--- src/design/imufd_pkg.sv ---
// ----------------------------------------------------------------------------
// imufd_pkg: shared definitions for the imu serial frame decoder
// frame layout bytes, result kind codes and fixed scaling constants
// ----------------------------------------------------------------------------
package imufd_pkg;

	// frame layout
	localparam logic [7:0] HEADER_BYTE = 8'h55;
	localparam logic [7:0] TYPE_ACCEL  = 8'h51;
	localparam logic [7:0] TYPE_RATE   = 8'h52;
	localparam logic [7:0] TYPE_ANGLE  = 8'h53;
	localparam logic [3:0] LAST_POS    = 4'd10;
	localparam int         FIRST_DATA  = 1;
	localparam int         LAST_DATA   = 9;

	// result kind codes
	typedef enum logic [1:0] {
		KIND_ACCEL = 2'd0,
		KIND_RATE  = 2'd1,
		KIND_ANGLE = 2'd2
	} frame_kind_t;

	// axis scale factors, q.16 per raw count
	localparam logic signed [27:0] SCALE_ACCEL = 28'sd32;
	localparam logic signed [27:0] SCALE_RATE  = 28'sd4000;
	localparam logic signed [27:0] SCALE_ANGLE = 28'sd360;

	// temperature: raw * 16384 / 85 as (mag * recip) >> 22, exact for 16-bit mag
	localparam logic [29:0]        TEMP_RECIP  = 30'd808464433;
	localparam int                 TEMP_SHIFT  = 22;
	localparam logic signed [24:0] TEMP_OFFSET = 25'sd2375680;

endpackage

--- src/design/imu_uart_frame_decoder.sv ---
// ----------------------------------------------------------------------------
// imu_uart_frame_decoder: 11-byte serial imu frame parser
// collects bytes after a 0x55 header and emits scaled q.16 axis and temperature
// ----------------------------------------------------------------------------
// One received byte can be taken every cycle, back to back, while in_stall is
// low. A 0x55 byte always restarts a frame; the eleventh byte closes it. Frames
// of type 0x51 (acceleration), 0x52 (angular rate) or 0x53 (angle) produce one
// result, carried through a capture stage, a stage holding the constant
// multiplies (axis scale and the temperature reciprocal), and the output
// register. Other frame types produce nothing. Input stall rises only when a
// captured frame cannot advance because the stages behind it are full.
module imu_uart_frame_decoder (
	input  logic                        clk,
	input  logic                        arst_n,
	input  logic                        in_valid,
	output logic                        in_stall,
	input  logic [7:0]                  rx_byte,
	output logic                        out_valid,
	input  logic                        out_stall,
	output imufd_pkg::frame_kind_t      frame_kind,
	output logic signed [27:0]          value_x,
	output logic signed [27:0]          value_y,
	output logic signed [27:0]          value_z,
	output logic signed [24:0]          temperature
);
	import imufd_pkg::*;

	// frame collection state
	logic       in_frame_q;
	logic [3:0] pos_q;
	logic [7:0] frame_q [FIRST_DATA:LAST_DATA];

	// capture stage
	logic               v_s1;
	frame_kind_t        kind_s1;
	logic signed [15:0] raw_x_s1, raw_y_s1, raw_z_s1;
	logic               tneg_s1;
	logic [15:0]        tmag_s1;

	// multiply stage
	logic               v_s2;
	frame_kind_t        kind_s2;
	logic signed [27:0] prod_x_s2, prod_y_s2, prod_z_s2;
	logic               tneg_s2;
	logic [22:0]        tquo_s2;

	// output register
	logic               out_valid_q;
	frame_kind_t        kind_q;
	logic signed [27:0] x_q, y_q, z_q;
	logic signed [24:0] temp_q;

	// stage advance
	logic en1, en2, en3, accept;
	assign en3    = !out_valid_q || !out_stall;
	assign en2    = !v_s2 || en3;
	assign en1    = !v_s1 || en2;
	assign in_stall = !en1;
	assign accept = in_valid && en1;

	// frame close decode
	logic        is_header, closing, known_type;
	frame_kind_t kind_dec;
	always_comb begin
		is_header  = (rx_byte == HEADER_BYTE);
		closing    = in_frame_q && !is_header && (pos_q == LAST_POS);
		known_type = 1'b1;
		case (frame_q[1])
			TYPE_ACCEL: kind_dec = KIND_ACCEL;
			TYPE_RATE:  kind_dec = KIND_RATE;
			TYPE_ANGLE: kind_dec = KIND_ANGLE;
			default: begin
				kind_dec   = KIND_ACCEL;
				known_type = 1'b0;
			end
		endcase
	end

	// position and frame open flag
	always_ff @(posedge clk or negedge arst_n) begin
		if (!arst_n) begin
			in_frame_q <= 1'b0;
			pos_q      <= 4'd0;
		end else if (accept) begin
			if (is_header) begin
				in_frame_q <= 1'b1;
				pos_q      <= 4'd1;
			end else if (in_frame_q) begin
				if (pos_q == LAST_POS) begin
					in_frame_q <= 1'b0;
					pos_q      <= 4'd0;
				end else begin
					pos_q <= pos_q + 4'd1;
				end
			end
		end
	end

	// frame byte store, data bytes only
	always_ff @(posedge clk) begin
		for (int i = FIRST_DATA; i <= LAST_DATA; i++) begin
			if (accept && in_frame_q && !is_header && pos_q == 4'(i))
				frame_q[i] <= rx_byte;
		end
	end

	// capture stage
	logic signed [15:0] raw_t;
	assign raw_t = $signed({frame_q[9], frame_q[8]});

	always_ff @(posedge clk or negedge arst_n) begin
		if (!arst_n) begin
			v_s1 <= 1'b0;
		end else if (en1) begin
			v_s1 <= accept && closing && known_type;
		end
	end

	always_ff @(posedge clk) begin
		if (en1) begin
			kind_s1  <= kind_dec;
			raw_x_s1 <= $signed({frame_q[3], frame_q[2]});
			raw_y_s1 <= $signed({frame_q[5], frame_q[4]});
			raw_z_s1 <= $signed({frame_q[7], frame_q[6]});
			tneg_s1  <= raw_t[15];
			tmag_s1  <= raw_t[15] ? 16'(-raw_t) : raw_t;
		end
	end

	// multiply stage
	logic signed [27:0] scale;
	logic [45:0]        tprod;
	always_comb begin
		case (kind_s1)
			KIND_ACCEL: scale = SCALE_ACCEL;
			KIND_RATE:  scale = SCALE_RATE;
			KIND_ANGLE: scale = SCALE_ANGLE;
			default:    scale = SCALE_ACCEL;
		endcase
		tprod = {30'd0, tmag_s1} * {16'd0, TEMP_RECIP};
	end

	always_ff @(posedge clk or negedge arst_n) begin
		if (!arst_n) begin
			v_s2 <= 1'b0;
		end else if (en2) begin
			v_s2 <= v_s1;
		end
	end

	always_ff @(posedge clk) begin
		if (en2) begin
			kind_s2   <= kind_s1;
			prod_x_s2 <= {{12{raw_x_s1[15]}}, raw_x_s1} * scale;
			prod_y_s2 <= {{12{raw_y_s1[15]}}, raw_y_s1} * scale;
			prod_z_s2 <= {{12{raw_z_s1[15]}}, raw_z_s1} * scale;
			tneg_s2   <= tneg_s1;
			tquo_s2   <= tprod[TEMP_SHIFT +: 23];
		end
	end

	// temperature sign restore and offset
	logic signed [24:0] tmag_ext, temp_next;
	always_comb begin
		tmag_ext  = $signed({2'b00, tquo_s2});
		temp_next = (tneg_s2 ? -tmag_ext : tmag_ext) + TEMP_OFFSET;
	end

	// output register
	always_ff @(posedge clk or negedge arst_n) begin
		if (!arst_n) begin
			out_valid_q <= 1'b0;
		end else if (en3) begin
			out_valid_q <= v_s2;
		end
	end

	always_ff @(posedge clk) begin
		if (en3) begin
			kind_q <= kind_s2;
			x_q    <= prod_x_s2;
			y_q    <= prod_y_s2;
			z_q    <= prod_z_s2;
			temp_q <= temp_next;
		end
	end

	assign out_valid   = out_valid_q;
	assign frame_kind  = kind_q;
	assign value_x     = x_q;
	assign value_y     = y_q;
	assign value_z     = z_q;
	assign temperature = temp_q;

endmodule
--- config.mk ---
export PLATFORM = sky130hd
export DESIGN_NAME = imu_uart_frame_decoder
export DESIGN_NICKNAME = d
export VERILOG_FILES = /design/src/design/imufd_pkg.sv /design/src/design/imu_uart_frame_decoder.sv
export SDC_FILE = /design/constraint.sdc
export NUM_CORES = 1
export LEC_CHECK = 0
export ABC_AREA = 1
export BUFFER_PORTS_ARGS = -buffer_cell sky130_fd_sc_hd__buf_4
export CAP_MARGIN = 20
export CORE_ASPECT_RATIO = 0.9
export CORE_MARGIN = 5
export CORE_UTILIZATION = 30
export DETAILED_ROUTE_END_ITERATION = 10
export SLEW_MARGIN = 30
export SYNTH_ARGS = -nofsm -noshare
export SYNTH_HDL_FRONTEND = slang
export SYNTH_SLANG_ARGS = --single-unit
export TNS_END_PERCENT = 20
--- constraint.sdc ---
create_clock -name clk -period 20.5 [get_ports clk]
set_clock_uncertainty 0.15 [all_clocks]
set_input_delay 0 -clock clk [delete_from_list [all_inputs] [get_ports clk]]
set_output_delay 0 -clock clk [all_outputs]
set_load 0.01 [all_outputs]
==> impl_metrics.tcl, run 1 <==
set metrics [dict create \
    fmax_ghz 0.155 \
    status "finished, final reports clean" \
    rsz0062_at_grt "no" \
    maxSlewViolCount 0 \
    vias_per_cell 4.40 \
    ys_types 54 \
    ant_nets 0 \
    ys_ff_latch 350 \
    cts_tree "done" \
    avgSynthCellArea_um2 9.69 \
    grt_max_degree 69 \
    start_util_pct 30.1 \
    dr.pass1.iters 5 \
    clockRootBuffer "clkbuf_16" \
    p_total_uw 1940 \
    clk_pin_slew_ns 0.06 \
    synthFlopType "edfxtp_1" \
    drc 0 \
    ys_async_sr_fraction_pct 2.29 \
    max-vdd-ir-drop_mv 0.0527 \
    synth_top_cells_by_area "edfxtp_1 (33%), fa_1 (20%), ha_1 (14%)" \
    ioPinCount 125 \
    cp-end-kind "register" \
    fp-row-count 112 \
    crit_slowest_cell "ha_2" \
    synth_most_common_cell "inv_1" \
    syn_inst 3212 \
    cts_resized 0 \
    setup_violations 0 \
    crit_required_ns 20.68 \
    ys_warn_count 0 \
    slowest_delay_ns 0.85 \
    power_density_nw_per_um2 55.2 \
    cap_violations 0 \
    antenna_found_initial 9 \
    critPathMaxFanout 36 \
    die_height_um 316 \
    dp_hpwl_mm 54.7 \
    crit_arrival_ns 6.61 \
    core_um2 103000 \
    synth_seq_area_share_pct 33.7 \
    slew_headroom_pct 37.8 \
    grt.total_usage_pct 12.3 \
    instances_no_fill 4773 \
    wire_per_inst_um 14.0 \
    period_needed_ns 6.43 \
    min_path_type "in -> reg" \
    netlist.area_leader.share_pct 33.0 \
    drive_gt1_share_pct 6.62 \
    cts_made_buffers 41 \
    tightest_slew_ns 0.932 \
    hold_viol_final 0 \
    htreeDepth 2 \
    grt_pass1_wl_mm 111 \
    placed_cells 4680 \
    overflow 0 \
    n_fill_cell 10500 \
    cts.sinks 350 \
    finalSetupTns_ns 0 \
    crit_type "reg -> reg" \
    gp_congestion 0.882 \
    postCtsSetupBuffers 0 \
    cpLargestDelayFamily "adder cells" \
    die_area_um2 110000 \
    area_delta_synth_final_pct 12.8 \
    leakagePower_uw 0.0182 \
    start_kind "register" \
    die_w_um 349 \
    critical_path_buf_inv_count 7 \
    grt_pass1_vias 21400 \
    vias 21000 \
    synth_edf_count 342 \
    clockBufferDepth 3 \
    io_buffers 115 \
    synth_top_cell_by_area "edfxtp_1" \
    wirelength_mm 66.6 \
    netlist_top_cells_count "inv_1 (852), nand2_1 (463), ha_1 (355), edfxtp_1 (342), fa_1 (308)" \
    netlist_area_um2 31100 \
    fin_crit_sh_pct 31.4 \
    drt_iter0_markers 1178 \
    clkLatencyLatePin_ns 0.59 \
    nNetsFinal 4042 \
]
registers in the layout, indices dropped and copies added, names as in the netlist, 2 cells and up:
name and flops:
kind_s2 2, raw_x_s1 16, value_y 25, frame_q 72
tquo_s2 23, pos_q 4, prod_z_s2 25, prod_y_s2 25
raw_z_s1 16, frame_kind 2, temperature 25, value_z 25
tmag_s1 16, prod_x_s2 25, raw_y_s1 16, value_x 25
kind_s1 2
layer usage:
metal  vias up  wire length (um)  share of wire (%)  global-route usage, %
met2       382             30600                 46                   19.9
met3        71              3190                4.8                   1.83
met5         -                13              0.020                      0
met1     10100             31700                 48                   17.6
li1      10400                 -                  -                      -
met4         2              1140                1.7                   2.50
logic make-up after synthesis:
logic type	after synthesis	synth area share, %
buf+inv	891	10.9
xor+xnor	152	4.28
flops	350	33.7
compound gates	339	6.22
simple gates	816	10.8
fa+ha+maj	663	34.1
other cells	1	0.0121
metrics by stage:
step / setup WS, ns / utilization, % / area, um^2 / hold slack [ns]
2_1_floorplan: 11.90 / - / 31100 / -0.446
3_3_place_gp: 14.04 / 32.6 / 33600 / -0.314
3_5_place_dp: 14.05 / 32.6 / 33600 / -0.314
4_1_cts: 14.07 / 34.0 / 35100 / 0.152
5_1_grt: 13.56 / 34.0 / 35100 / 0.168
6_report: 14.07 / 34.0 / 35100 / 0.173
path summary, 6_finish.rpt:
| check | start | endpoint | slack, ns | depth (start not counted) |
|---|---|---|---|---|
| worst max-delay path | kind_s1[1] | prod_y_s2[27] | 14.07 | 26 |
| worst min-delay path | rx_byte[7] | frame_q[7][7] | 0.17 | 2 |
| worst max register to register | kind_s1[1] | prod_y_s2[27] | 14.07 | 26 |
| worst min register to register | frame_q[4][4] | raw_y_s1[4] | 0.25 | 0 |
| max in group asynchronous | arst_n | pos_q[1] | 19.53 | 3 |
| min in group asynchronous | arst_n | in_frame_q | 0.36 | 3 |
layout make-up:
type	count	area (um^2)	share of cell area [%]
Clock buffer	46	1040	2.98
Timing Repair Buffer	136	1050	2.99
Sequential cell	350	10500	29.8
Antenna cell	8	20.0	0.0570
Inverter	859	3230	9.20
Clock inverter	27	280	0.798
Multi-Input combinational cell	1979	17300	49.3
Tap cell	1368	1710	4.88
layout by cell type (no fill, tap or decap), types with 4 or more instances in the layout:
cell	netlist	routed
nor3_1	20	20
inv_1	852	850
nand2_2	5	5
o211ai_1	5	5
buf_4	10	124
clkinv_2	0	8
a21oi_1	136	136
clkbuf_16	0	41
xnor2_1	52	52
xor2_1	100	100
a21o_1	20	20
nand4_1	12	12
nor4_1	10	10
inv_2	5	6
conb_1	1	9
a211oi_1	6	6
clkinv_1	1	6
nand3_1	76	76
nor2_2	7	7
ha_1	355	353
o21ai_0	100	100
o21bai_1	21	21
clkinvlp_4	0	4
o21a_1	5	5
fa_1	308	308
nand2_1	463	462
o21ai_1	4	4
diode_2	0	8
a31oi_1	20	20
edfxtp_1	342	342
dfrtp_1	8	8
nor2_1	205	205
clkbuf_1	11	5
dlygate4sd3_1	0	12
power by group:
part | total, uW | switching (uW) | internal (uW)
sequential | 878 | 32.5 | 845
combinational | 339 | 211 | 128
clock | 720 | 309 | 411
repair_timing:
action,4_1_cts,5_1_grt
hold endpoints to repair,93,0
endpoints found under the setup margin,0,0
hold buffers,12,0
No activity file was read; power rests on OpenSTA's default activity.
==> run 2, diff against run 1 <==
clock period = 5.5 ns   (was 20.5 ns; I/O delays follow)
==> run 2 against run 1 <==
The flow now finishes with violations (negative setup slack). Via count is 4.2% higher. Largest power group unchanged. Worst setup slack worse by 14 ns. Largest cell class unchanged. Sequential power rose to 3.7 times the previous value.
==> impl_metrics.tcl, run 2 (synthesized netlist as in run 1, its figures left out) <==
set metrics [dict create \
    status "finished, violations left" \
    violations "negative setup slack" \
    core_um2 103000 \
    nNetsFinal 4317 \
    wire_per_inst_um 13.7 \
    drt_iter0_markers 1239 \
    slew_headroom_pct 41.7 \
    final_cell_mix "inv_1 (833), nand2_1 (437), buf_4 (390)" \
    timing.final.ws_setup_ns -0.00559 \
    n_fill_cell 10200 \
    grt_max_degree 69 \
    clockBufferDepth 3 \
    leakagePower_uw 0.0197 \
    setup_violations 1 \
    grt_pass1_vias 22500 \
    crit_type "reg -> reg" \
    die_height_um 316 \
    gp_congestion 0.884 \
    cap_violations 0 \
    vias_per_cell 4.33 \
    final_common_cell "inv_1" \
    htreeDepth 2 \
    maxSlewViolCount 0 \
    critPathMaxFanout 8 \
    cpLargestDelayFamily "adder cells" \
    max-vdd-ir-drop_mv 0.174 \
    area_delta_synth_final_pct 22.8 \
    cts_made_buffers 40 \
    p_total_uw 7380 \
    rsz0062_at_grt "yes" \
    cts_tree "done" \
    top_register "frame_q" \
    period_needed_ns 5.51 \
    grt.total_usage_pct 12.5 \
    clk_pin_slew_ns 0.06 \
    crit_required_ns 5.68 \
    fp-row-count 112 \
    dr.pass1.iters 5 \
    hold_viol_final 0 \
    die_area_um2 110000 \
    slowest_delay_ns 0.54 \
    min_path_type "in -> reg" \
    drc 0 \
    power_density_nw_per_um2 193 \
    io_buffers 115 \
    path_common_cell "fa_1" \
    dp_hpwl_mm 56.8 \
    overflow 0 \
    critical_path_buf_inv_count 7 \
    tightest_slew_ns 0.875 \
    fmax_ghz 0.182 \
    antenna_found_initial 9 \
    worst_hold_slack_ns 0.200 \
    start_util_pct 30.1 \
    clockRootBuffer "clkbuf_16" \
    cts.sinks 350 \
    die_w_um 349 \
    clkLatencyLatePin_ns 0.58 \
    largest_reg_flops 72 \
    ioPinCount 125 \
    vias 21900 \
    cp-end-kind "register" \
    grt_pass1_wl_mm 113 \
    fin_crit_sh_pct 100 \
    crit_arrival_ns 5.69 \
    crit_slowest_cell "fa_1" \
    wirelength_mm 69.4 \
    start_kind "register" \
    drive_gt1_share_pct 18.0 \
    ant_nets 0 \
    worstPathCellList "inv_2 > ha_4 > buf_12 > buf_4 > buf_4 > nand2_1 > fa_1 > inv_1 > fa_1 > fa_1 > fa_1 > inv_1 > fa_1 > inv_1 > ha_4 > nand2_2 > nor2_1 > a211oi_2 > nand3_2 > nand2_1 > nand2_1 > xor2_1" \
]
[run 2: cell types whose count changed in the layout (fill, tap and decap cells not counted), moves of 19 or more]
cell	before	now
o21ai_0	100	81
buf_4	124	390
ha_1	353	329
a21oi_1	136	108
a21oi_2	1	26
nand2_2	5	29
nand2_1	462	437
nor2_2	7	26
ha_4	0	23
nor2_1	205	182
[run 2: through the flow]
stage               cells  setup TNS [ns]  area, um^2  setup slack (ns)  utilization, %
finish               5048        -0.00559       38200          -0.00559            37.0
floorplan            3220          -0.550       31200           -0.0934               -
global route         5046           -5.08       38200            -0.251            37.0
global placement     4946          -0.878       35700            -0.119            34.6
detailed placement   4946           -2.94       35700            -0.253            34.6
CTS                  5033         -0.0833       37700           -0.0255            36.5
[run 2: path summary, 6_finish.rpt]
path                                    start            end  slack, ns  cells past startpoint
max in group asynchronous              arst_n           v_s1       4.57                      3
worst max register to register     kind_s1[1]  prod_z_s2[26]     -0.006                     22
worst max-delay path               kind_s1[1]  prod_z_s2[26]     -0.006                     22
min in group asynchronous              arst_n     in_frame_q       0.30                      3
worst min-delay path               rx_byte[7]  frame_q[5][7]       0.20                      2
worst min register to register  frame_q[2][7]    raw_x_s1[7]       0.26                      0
[run 2: timing repair]
action / in CTS / in global routing
gates resized for setup: 83 / 121
endpoints found under the hold margin: 101 / 0
setup endpoints to repair: 32 / 41
pin swaps: 25 / 47
cloned: 0 / 1
hold buffers: 12 / 0
buffers inserted: 4 / 5
[run 2: where the power goes]
part | leakage, uW | internal, uW | switching (uW)
combinational | 0.0153 | 491 | 791
clock | 0.000671 | 1710 | 1120
sequential | 0.00364 | 3150 | 124
[run 2: cell type report]
| class | instances | area, um^2 | area share [%] |
|---|---|---|---|
| flip-flops and latches | 350 | 10500 | 27.4 |
| well taps | 1368 | 1710 | 4.48 |
| clock inverters | 24 | 342 | 0.894 |
| repair buffers | 412 | 3230 | 8.46 |
| diodes | 9 | 22.5 | 0.0590 |
| multi-input cells | 1979 | 18100 | 47.5 |
| clock buffers | 47 | 1050 | 2.74 |
| inverters | 859 | 3240 | 8.47 |
[run 2: layer usage]
layer | part of all wire (%) | global-route usage (%) | vias to the layer above
met3 | 4.1 | 1.95 | 81
met5 | 0 | 0 | -
li1 | - | - | 11000
met1 | 48 | 17.7 | 10500
met2 | 46 | 20.5 | 309
met4 | 1.8 | 2.59 | 0
==> run 3, diff against run 2 <==
ABC_AREA = default   (was 1)
==> run 3 against run 2 <==
The flow still finishes with violations (negative setup slack). Global-route usage decreased by 0.72 points. Critical path depth increased by 2. Flip-flop and latch count unchanged. Synthesized cell count decreased by 15%. Clock power decreased by 3%. Count of clock-buffer cells in the layout increased by 5. Design area decreased by 0.28%. Register-to-register slack got worse by 0.37 ns. Area after synthesis decreased by 2.1%. Combinational power decreased by 81%.
==> impl_metrics.tcl, run 3 <==
set metrics [dict create \
    dp_hpwl_mm 49.6 \
    ioPinCount 125 \
    cap_violations 0 \
    avgSynthCellArea_um2 11.1 \
    largest_reg_flops 72 \
    synth_adder_area_share_pct 35.2 \
    nNetsFinal 3855 \
    core_um2 100000 \
    cp-end-kind "register" \
    ys_ff_latch 350 \
    worstHoldStart "rx_byte[5]" \
    synth_top_family_by_area "adder cells" \
    maxUsedRoutingLayer "met5" \
    violations "negative setup slack" \
    hold_viol_final 0 \
    vias 19800 \
    drt_iter0_markers 684 \
    stdcell_area_um2 38100 \
    power_density_nw_per_um2 157 \
    dr.pass1.iters 5 \
    timing.final.ws_setup_ns -0.373 \
    crit_type "reg -> reg" \
    ys_warn_count 0 \
    synth_top_cell_by_area "edfxtp_1" \
    synth_seq_area_share_pct 34.4 \
    fmax_ghz 0.170 \
    top_register "frame_q" \
    yosys-mux-area-fraction_pct 0.103 \
    cts_made_buffers 43 \
    ant_nets 0 \
    gp_congestion 0.840 \
    area_delta_synth_final_pct 25.1 \
    antenna_found_initial 7 \
    synthFlopType "edfxtp_1" \
    grt_pass1_vias 20700 \
    ys_async_sr_fraction_pct 2.29 \
    rsz0062_at_grt "yes" \
    ys_types 83 \
    place_area_um2 35300 \
    clockBufferDepth 3 \
    critPathMaxFanout 7 \
    io_buffers 115 \
    synth_edf_count 342 \
    grt.total_usage_pct 11.8 \
    cts_tree "done" \
    overflow 0 \
    die_height_um 312 \
    clockRootBuffer "clkbuf_16" \
    start_kind "register" \
    clk_pin_slew_ns 0.06 \
    wl_met1_mm 31.0 \
    worst_hold_slack_ns 0.158 \
    synth_xor_area_share_pct 5.89 \
    grt_pass1_wl_mm 106 \
    maxSlewViolCount 0 \
    crit_required_ns 5.67 \
    synthSimpleGateAreaFrac_pct 9.50 \
    fin_crit_sh_pct 107 \
    min_path_type "in -> reg" \
    intPower_uw 4650 \
    die_area_um2 108000 \
    netlist.area_leader.share_pct 33.7 \
    wire_per_inst_um 14.2 \
    tightest_slew_ns 0.905 \
    switching_share_pct 22.2 \
    clkLatencyLatePin_ns 0.59 \
    final_cell_mix "inv_1 (569), buf_4 (434), edfxtp_1 (342)" \
    fp-row-count 110 \
    htreeDepth 2 \
    grt_max_degree 72 \
    die_w_um 346 \
    wl_met3_mm 2.31 \
    drc 0 \
    clock_power_share_pct 46.0 \
    p_sw_uw 1320 \
    netlist_top_cells_count "inv_1 (594), ha_1 (355), edfxtp_1 (342), fa_1 (308), nand2_1 (130)" \
    comb_power_share_pct 4.0 \
    netlist_area_um2 30500 \
    wirelength_mm 64.6 \
    max-vdd-ir-drop_mv 0.179 \
    synth_compound_area_share_pct 6.37 \
    finalSetupTns_ns -2.95 \
    vias_per_cell 4.34 \
    reg2reg_from "kind_s1[0]" \
    final_common_cell "inv_1" \
    start_util_pct 30.3 \
    slew_headroom_pct 39.7 \
    leakagePower_uw 0.0182 \
    status "finished, violations left" \
    sequentialPowerShare_pct 50.1 \
    period_needed_ns 5.87 \
    dp_worst_setup_slack_ns -0.408 \
    cts.sinks 350 \
    crit_arrival_ns 6.05 \
    wl_met2_mm 30.2 \
    syn_inst 2744 \
    synth_top_cells_by_area "edfxtp_1 (34%), fa_1 (20%), ha_1 (15%)" \
    n_fill_cell 9816 \
    critPathLaunch "kind_s1[0]" \
    synth_most_common_cell "inv_1" \
    setup_violations 21 \
    drive_gt1_share_pct 23.2 \
]
[run 3: changes by cell type after synthesis, moves of 52 or more]
cell      previous run  this run
and2_1               1       105
clkbuf_1            11        68
inv_1              852       594
nand2_1            463       130
nand3_1             76        24
nor2_1             205        74
nor2b_1              0        52
xnor2_1             52       119
[run 3: worst paths after layout]
| kind | to | slack (ns) | cells after the start |
|---|---|---|---|
| worst max-delay path | prod_x_s2[27] | -0.37 | 24 |
| min in group asynchronous | pos_q[3] | 0.33 | 3 |
| worst min register to register | raw_z_s1[6] | 0.26 | 0 |
| worst max register to register | prod_x_s2[27] | -0.37 | 24 |
| worst min-delay path | frame_q[7][5] | 0.16 | 2 |
| max in group asynchronous | pos_q[0] | 4.58 | 3 |
[run 3: power by group through the flow]
stage	registers [uW]	clock network (uW)	logic, uW
after floorplan	3020	0	145
after global placement	3040	0	214
after detailed placement	3040	0	216
after CTS	2990	2850	233
after global routing	2990	2960	266
final	2990	2740	237
[run 3: what timing repair did]
| item | 4_1_cts | 5_1_grt |
|---|---|---|
| cloned | 2 | 2 |
| pin swaps | 25 | 116 |
| endpoints found under the hold margin | 118 | 0 |
| hold buffers | 14 | 0 |
| gates resized for setup | 59 | 174 |
| setup buffers | 8 | 12 |
| setup endpoints to repair | 33 | 45 |
[run 3: worst max-delay path: stages (launching register included)]
cell and delay [ns]:
edfxtp_1 0.42, buf_6 0.15, ha_4 0.17, buf_12 0.14, buf_12 0.13, and2_4 0.16
ha_4 0.23, xnor2_2 0.14, fa_1 0.52, fa_1 0.42, fa_1 0.50, inv_2 0.04
fa_1 0.54, inv_2 0.05, ha_4 0.25, a21oi_2 0.15, o21a_1 0.20, o31ai_4 0.10
buf_6 0.13, a311oi_2 0.30, nor3_2 0.08, buf_4 0.14, a211o_1 0.27, a21oi_2 0.14
xnor2_1 0.07
[run 3: through the flow]
step / power (uW) / cells / util (%)
after floorplan: 3170 / 2752 / -
after global placement: 3260 / 4441 / 35.1
after detailed placement: 3260 / 4441 / 35.1
after CTS: 6080 / 4541 / 37.0
after global routing: 6220 / 4557 / 37.9
final: 5970 / 4559 / 37.9
[run 3: kinds of logic after synthesis]
logic type | Yosys count
AO/OA/AOI/OAI | 296
XOR/XNOR | 204
adder cells (fa/ha/maj) | 675
buffers and inverters | 679
flip-flops | 350
multiplexers | 3
other | 1
AND/OR/NAND/NOR | 536
[run 3: area by class of cell]
cell class	instances	area, um^2	area share (%)
timing repair buffer	468	3780	9.92
tap	1344	1680	4.41
multi-input combinational	1723	18600	48.7
inverter	594	2230	5.85
antenna	4	10.0	0.0263
sequential	350	10500	27.5
clock inverter	24	253	0.663
clock buffer	52	1110	2.91
[run 3: metal layers]
layer | GRT usage [%] | up-vias
met5 | 0 | -
met4 | 2.45 | 4
met3 | 2.15 | 66
met2 | 19.4 | 214
met1 | 16.4 | 9655
li1 | - | 9830
